--- src/rtl/core/slga_pkg.sv ---
// Shared types and constants for the semi-Lagrangian grid advection block.
package slga_pkg;

  localparam int GRID_N_DEF = 64;
  localparam int FRAC_W     = 16;
  localparam int VAL_W      = 32;
  localparam int COORD_W    = 7;
  localparam int SCALE_W    = 31;
  localparam int MODE_W     = 2;
  localparam int CFG_IDX_W  = 1;
  localparam int CFG_DATA_W = 32;

  localparam logic [31:0] SCALE_RESET = 32'd419430;

  localparam logic [1:0] OP_LOAD    = 2'd0;
  localparam logic [1:0] OP_ADVECT  = 2'd1;
  localparam logic [1:0] OP_BOUND   = 2'd2;
  localparam logic [1:0] OP_READ    = 2'd3;

  localparam logic [1:0] MODE_NEG_X = 2'd1;
  localparam logic [1:0] MODE_NEG_Y = 2'd2;

  localparam logic [CFG_IDX_W-1:0] REG_STEP_SCALE = 1'd0;
  localparam logic [CFG_IDX_W-1:0] REG_BOUND_MODE = 1'd1;

  typedef struct packed {
    logic [1:0]               op;
    logic [COORD_W-1:0]       col;
    logic [COORD_W-1:0]       row;
    logic signed [VAL_W-1:0]  value;
    logic signed [VAL_W-1:0]  vel_x;
    logic signed [VAL_W-1:0]  vel_y;
    logic                     bad;
  } item_t;

endpackage

--- src/rtl/core/slga_front.sv ---
// Input stage: classifies each beat and queues it for the execution stage.
module slga_front #(
  parameter int GRID_N = slga_pkg::GRID_N_DEF
) (
  input  logic                                clk,
  input  logic                                rst_n,
  input  logic                                in_valid,
  output logic                                in_ready,
  input  logic [1:0]                          in_op,
  input  logic [slga_pkg::COORD_W-1:0]        in_col,
  input  logic [slga_pkg::COORD_W-1:0]        in_row,
  input  logic signed [slga_pkg::VAL_W-1:0]   in_cell_value,
  input  logic signed [slga_pkg::VAL_W-1:0]   in_vel_x,
  input  logic signed [slga_pkg::VAL_W-1:0]   in_vel_y,
  output logic                                q_valid,
  input  logic                                q_pop,
  output slga_pkg::item_t                     q_item
);

  slga_pkg::item_t items_r [2];
  logic            wp_r, rp_r;
  logic [1:0]      cnt_r;
  logic            in_grid, interior, bad;
  logic            push;
  slga_pkg::item_t item_w;

  always_comb begin
    in_grid  = (int'(in_col) <= GRID_N + 1) && (int'(in_row) <= GRID_N + 1);
    interior = (int'(in_col) >= 1) && (int'(in_col) <= GRID_N) &&
               (int'(in_row) >= 1) && (int'(in_row) <= GRID_N);
    unique case (in_op)
      slga_pkg::OP_ADVECT: bad = !interior;
      slga_pkg::OP_BOUND:  bad = 1'b0;
      default:             bad = !in_grid;
    endcase
    item_w.op    = in_op;
    item_w.col   = in_col;
    item_w.row   = in_row;
    item_w.value = in_cell_value;
    item_w.vel_x = in_vel_x;
    item_w.vel_y = in_vel_y;
    item_w.bad   = bad;
  end

  assign in_ready = (cnt_r != 2'd2);
  assign push     = in_valid && in_ready;
  assign q_valid  = (cnt_r != 2'd0);
  assign q_item   = items_r[rp_r];

  always_ff @(posedge clk) begin
    if (!rst_n) begin
      wp_r  <= 1'b0;
      rp_r  <= 1'b0;
      cnt_r <= 2'd0;
    end else begin
      if (push) wp_r <= ~wp_r;
      if (q_pop) rp_r <= ~rp_r;
      cnt_r <= cnt_r + 2'(push) - 2'(q_pop);
    end
  end

  always_ff @(posedge clk) begin
    if (push) items_r[wp_r] <= item_w;
  end

endmodule

--- config.mk ---
export PLATFORM = sky130hd
export DESIGN_NAME = slga_front
export DESIGN_NICKNAME = d
export VERILOG_FILES = /design/src/rtl/core/slga_pkg.sv /design/src/rtl/core/slga_front.sv
export SDC_FILE = /design/constraint.sdc
export NUM_CORES = 1
export LEC_CHECK = 0
export CAP_MARGIN = 20
export CORE_MARGIN = 3
export CORE_UTILIZATION = 40
export CTS_BUF_LIST = sky130_fd_sc_hd__clkbuf_16
export CTS_CLUSTER_DIAMETER = 50
export CTS_CLUSTER_SIZE = 10
export DETAILED_ROUTE_END_ITERATION = 10
export DONT_BUFFER_PORTS = 1
export HOLD_SLACK_MARGIN = 0.02
export PLACE_DENSITY_LB_ADDON = 0.08
export SYNTH_ARGS = -nofsm -noshare
export SYNTH_HDL_FRONTEND = slang
export SYNTH_SLANG_ARGS = --single-unit
--- constraint.sdc ---
create_clock -name clk -period 6.54 [get_ports clk]
set_input_delay 0.327 -clock clk [delete_from_list [all_inputs] [get_ports clk]]
set_output_delay 0.327 -clock clk [all_outputs]
set_load 0.005 [all_outputs]
==> implementation parameters <==
Parameter                              Value

CTS
  Number of gates resized after CTS    0
  CTS sink count    231
  Max Root-Sink Buffers    3
  Number of buffers inserted during clock tree synthesis    28
  CTS tree    done
  Post-CTS Setup Bufs    0
  Number of buffers inserted for hold repair after clock tree synthesis    114
  Buffer cell driving the clock tree root    sky130_fd_sc_hd__clkbuf_16
  CTS H-tree depth    1
  Clock slew at reported path FFs    0.05 ns
  Clock latency reported for the late side of the worst-skew pair    0.52 ns

Die
  Overall die area    22970 um^2
  Chip Height    151.6 um
  Initial Utilization    41.35%
  Core area    20490 um^2
  Horizontal extent of the die    151.6 um
  Number of top-level design ports    231
  Placement Rows    52

Detailed routing
  Detailed-router iteration count before antenna repair    4
  Met2 Routed Length    8.158 mm
  Antenna violation net count after detailed routing    0
  Routed length per placed instance    20.03 um
  Top layer used by detailed routing    met4
  Vias per cell    4.892
  Met1 routed wirelength after detailed routing    5.951 mm
  Drt initial violations    170
  Detailed-route via count    3953
  Wire length on met3    1.668 mm
  Total length of routed wires    16.19 mm
  Post-route DRC    0

Worst hold path
  Hold depth    2
  HP Class    input pin to flop

Synth
  Mapped Avg Cell Area    21.73 um^2
  Distinct cell type count of the synthesized netlist    24
  Post-synthesis net count    509
  Netlist area before placement    8474 um^2
  Post-synthesis register bit count    231
  Synth warnings    0
  Post-Synthesis Cells    390
  Seq/Total Area, Yosys    81.26%

Timing
  Slew Limit Headroom    35.29%
  Final hold violations    0
  Hold slack final    0.04987 ns
  Final worst path period share    45.21%
  Transition time at the pin with the least slew margin    0.9706 ns
  Unrepaired setup endpoints after global routing    no
  Time the worst path needs with I/O delays and setup    2.957 ns
  Final worst clock skew    0.006460 ns
  Setup Total Neg Slack    0 ns
  Number of failing setup endpoints in the final timing report    0
  Achievable frequency    338.2 MHz
  Number of max-slew violations in the final report    0

Global route
  Number of antenna violations at the first check in global routing    0
  Wire length of the first global-routing pass    23.58 mm
  Vias in the first global route    4188
  Grt ovf    0
  Pin count of the biggest net entering global routing    73
  Overall Global Routing Usage    13.40%

Power and ir drop
  Switching Power    860.3 uW
  Lkg Pwr    0.003598 uW
  Share of total power in the clock network    35.8%
  Peak supply drop    0.0002497 V
  Net Sw Frac    22.77%
  Power Density    352.2 nW/um^2
  Portion of total power attributed to sequential cells    51.8%
  Internal power    2918 uW
  Combinational share of power    12.4%
  Total power of the final layout    3778 uW

Placement
  Final GP Congestion    0.7116
  I/O Buffers    0
  Half-perimeter wire length after detailed placement    9.922 mm
  Area after detailed placement    8775 um^2

Setup path
  Worst EP required    6.21 ns
  Critical path start-end classification    flop to output pin
  Depth of the worst register-to-register path    3
  Critical path launch point type    flop
  Type of destination of the critical path    output pin
  CP arrival    2.63 ns
  Maximum net fanout on the critical path    60

Layout
  Antenna diode count    0
  Area Overhead vs Synth    26.59%
  Final design area excluding fillers    10730 um^2
  Layout cells sized above 1    29.00%
  Total Nets Final    644
  Post-route core utilization    52.34%
  Most used cells in the layout excluding fill and tap cells    sky130_fd_sc_hd__edfxtp_1, sky130_fd_sc_hd__dlygate4sd3_1, sky130_fd_sc_hd__mux2_2
  Flip-flop and latch area    6890 um^2
  Fill cell total of the finished layout    1660
  Most frequent standard cell in the layout excluding fill and tap cells    sky130_fd_sc_hd__edfxtp_1
  Multi-input gate area in the final layout    1509 um^2

Run
  Number of maximum-capacitance constraint violations    0

Status
  Run status    finished, final reports clean
critical path, cell delays in order (launching register included):
cell and delay [ns]:
sky130_fd_sc_hd__dfxtp_4 0.81, sky130_fd_sc_hd__buf_4 0.74, sky130_fd_sc_hd__mux2_2 0.44
path summary, 6_finish.rpt:
kind,from,to,slack (ns)
worst max-delay path,flop,q_item[83],3.58
worst min-delay path,q_pop,rp_r,0.05
worst max register to register,cnt_r[0],items_r[1][109],4.05
worst min register to register,rp_r,rp_r,0.59
stage by stage:
step           std cells  worst slack, ns
2_1_floorplan        390           0.6724
3_3_place_gp         651            4.047
3_5_place_dp         651            3.999
4_1_cts              808            3.468
5_1_grt              808            3.370
6_report             808            3.583
final cells by class:
type,instances,area share [%]
Clock buffer,29,6.765
Tap cell,270,3.149
Timing Repair Buffer,118,10.92
Inverter,2,0.06998
Multi-Input combinational cell,144,14.07
Clock inverter,14,0.8048
Sequential cell,231,64.23
power by group through the flow:
stage          Clock [uW]  Combinational [uW]  Sequential [uW]
2_1_floorplan           0                 315             2000
3_3_place_gp            0                 418             1980
3_5_place_dp            0                 420             1990
4_1_cts              1400                 488             1960
5_1_grt              1460                 516             1980
6_report             1350                 468             1960
metal layers:
layer,vias to the layer above,GRT usage (%)
met2,160,22.67
met3,31,5.294
met1,1954,15.82
met5,-,0
met4,0,4.088
li1,1808,-
cell families (layout without fill, tap and decap cells):
| kind of cell | Yosys count | after routing | synth area share, % |
|---|---|---|---|
| flops | 231 | 231 | 81.26 |
| mux | 113 | 113 | 15.02 |
| simple gates | 20 | 20 | 1.418 |
| buf+inv | 15 | 163 | 1.078 |
| xor+xnor | 5 | 5 | 0.5169 |
| fa+ha+maj | 3 | 3 | 0.4430 |
| compound gates | 3 | 3 | 0.2657 |
Yosys cell counts:
library cell	n	share of area, %
sky130_fd_sc_hd__nor2b_1	1	0.074
sky130_fd_sc_hd__nand2b_1	2	0.15
sky130_fd_sc_hd__o221ai_1	1	0.10
sky130_fd_sc_hd__buf_4	8	0.71
sky130_fd_sc_hd__mux2_2	113	15
sky130_fd_sc_hd__nor3_2	1	0.12
sky130_fd_sc_hd__dfxtp_1	5	1.2
sky130_fd_sc_hd__edfxtp_1	226	80
sky130_fd_sc_hd__inv_1	2	0.089
sky130_fd_sc_hd__and2_1	5	0.37
sky130_fd_sc_hd__o21ai_0	1	0.059
sky130_fd_sc_hd__or4_4	1	0.13
sky130_fd_sc_hd__nand3b_1	1	0.089
sky130_fd_sc_hd__or2_2	1	0.074
sky130_fd_sc_hd__ha_1	3	0.44
sky130_fd_sc_hd__and3_1	1	0.074
sky130_fd_sc_hd__buf_2	4	0.24
sky130_fd_sc_hd__nor3_1	2	0.12
sky130_fd_sc_hd__xor2_1	2	0.21
sky130_fd_sc_hd__nand2_1	2	0.089
sky130_fd_sc_hd__xnor2_1	3	0.31
sky130_fd_sc_hd__clkbuf_1	1	0.044
sky130_fd_sc_hd__nor2_1	3	0.13
sky130_fd_sc_hd__a32oi_1	1	0.10
flip-flops by register name, indices dropped and copies added, names as in the netlist, named ones only:
signal,cells
wp_r,1
cnt_r,2
items_r,226
rp_r,1
Note: power is estimated with default switching activity, not from simulation.
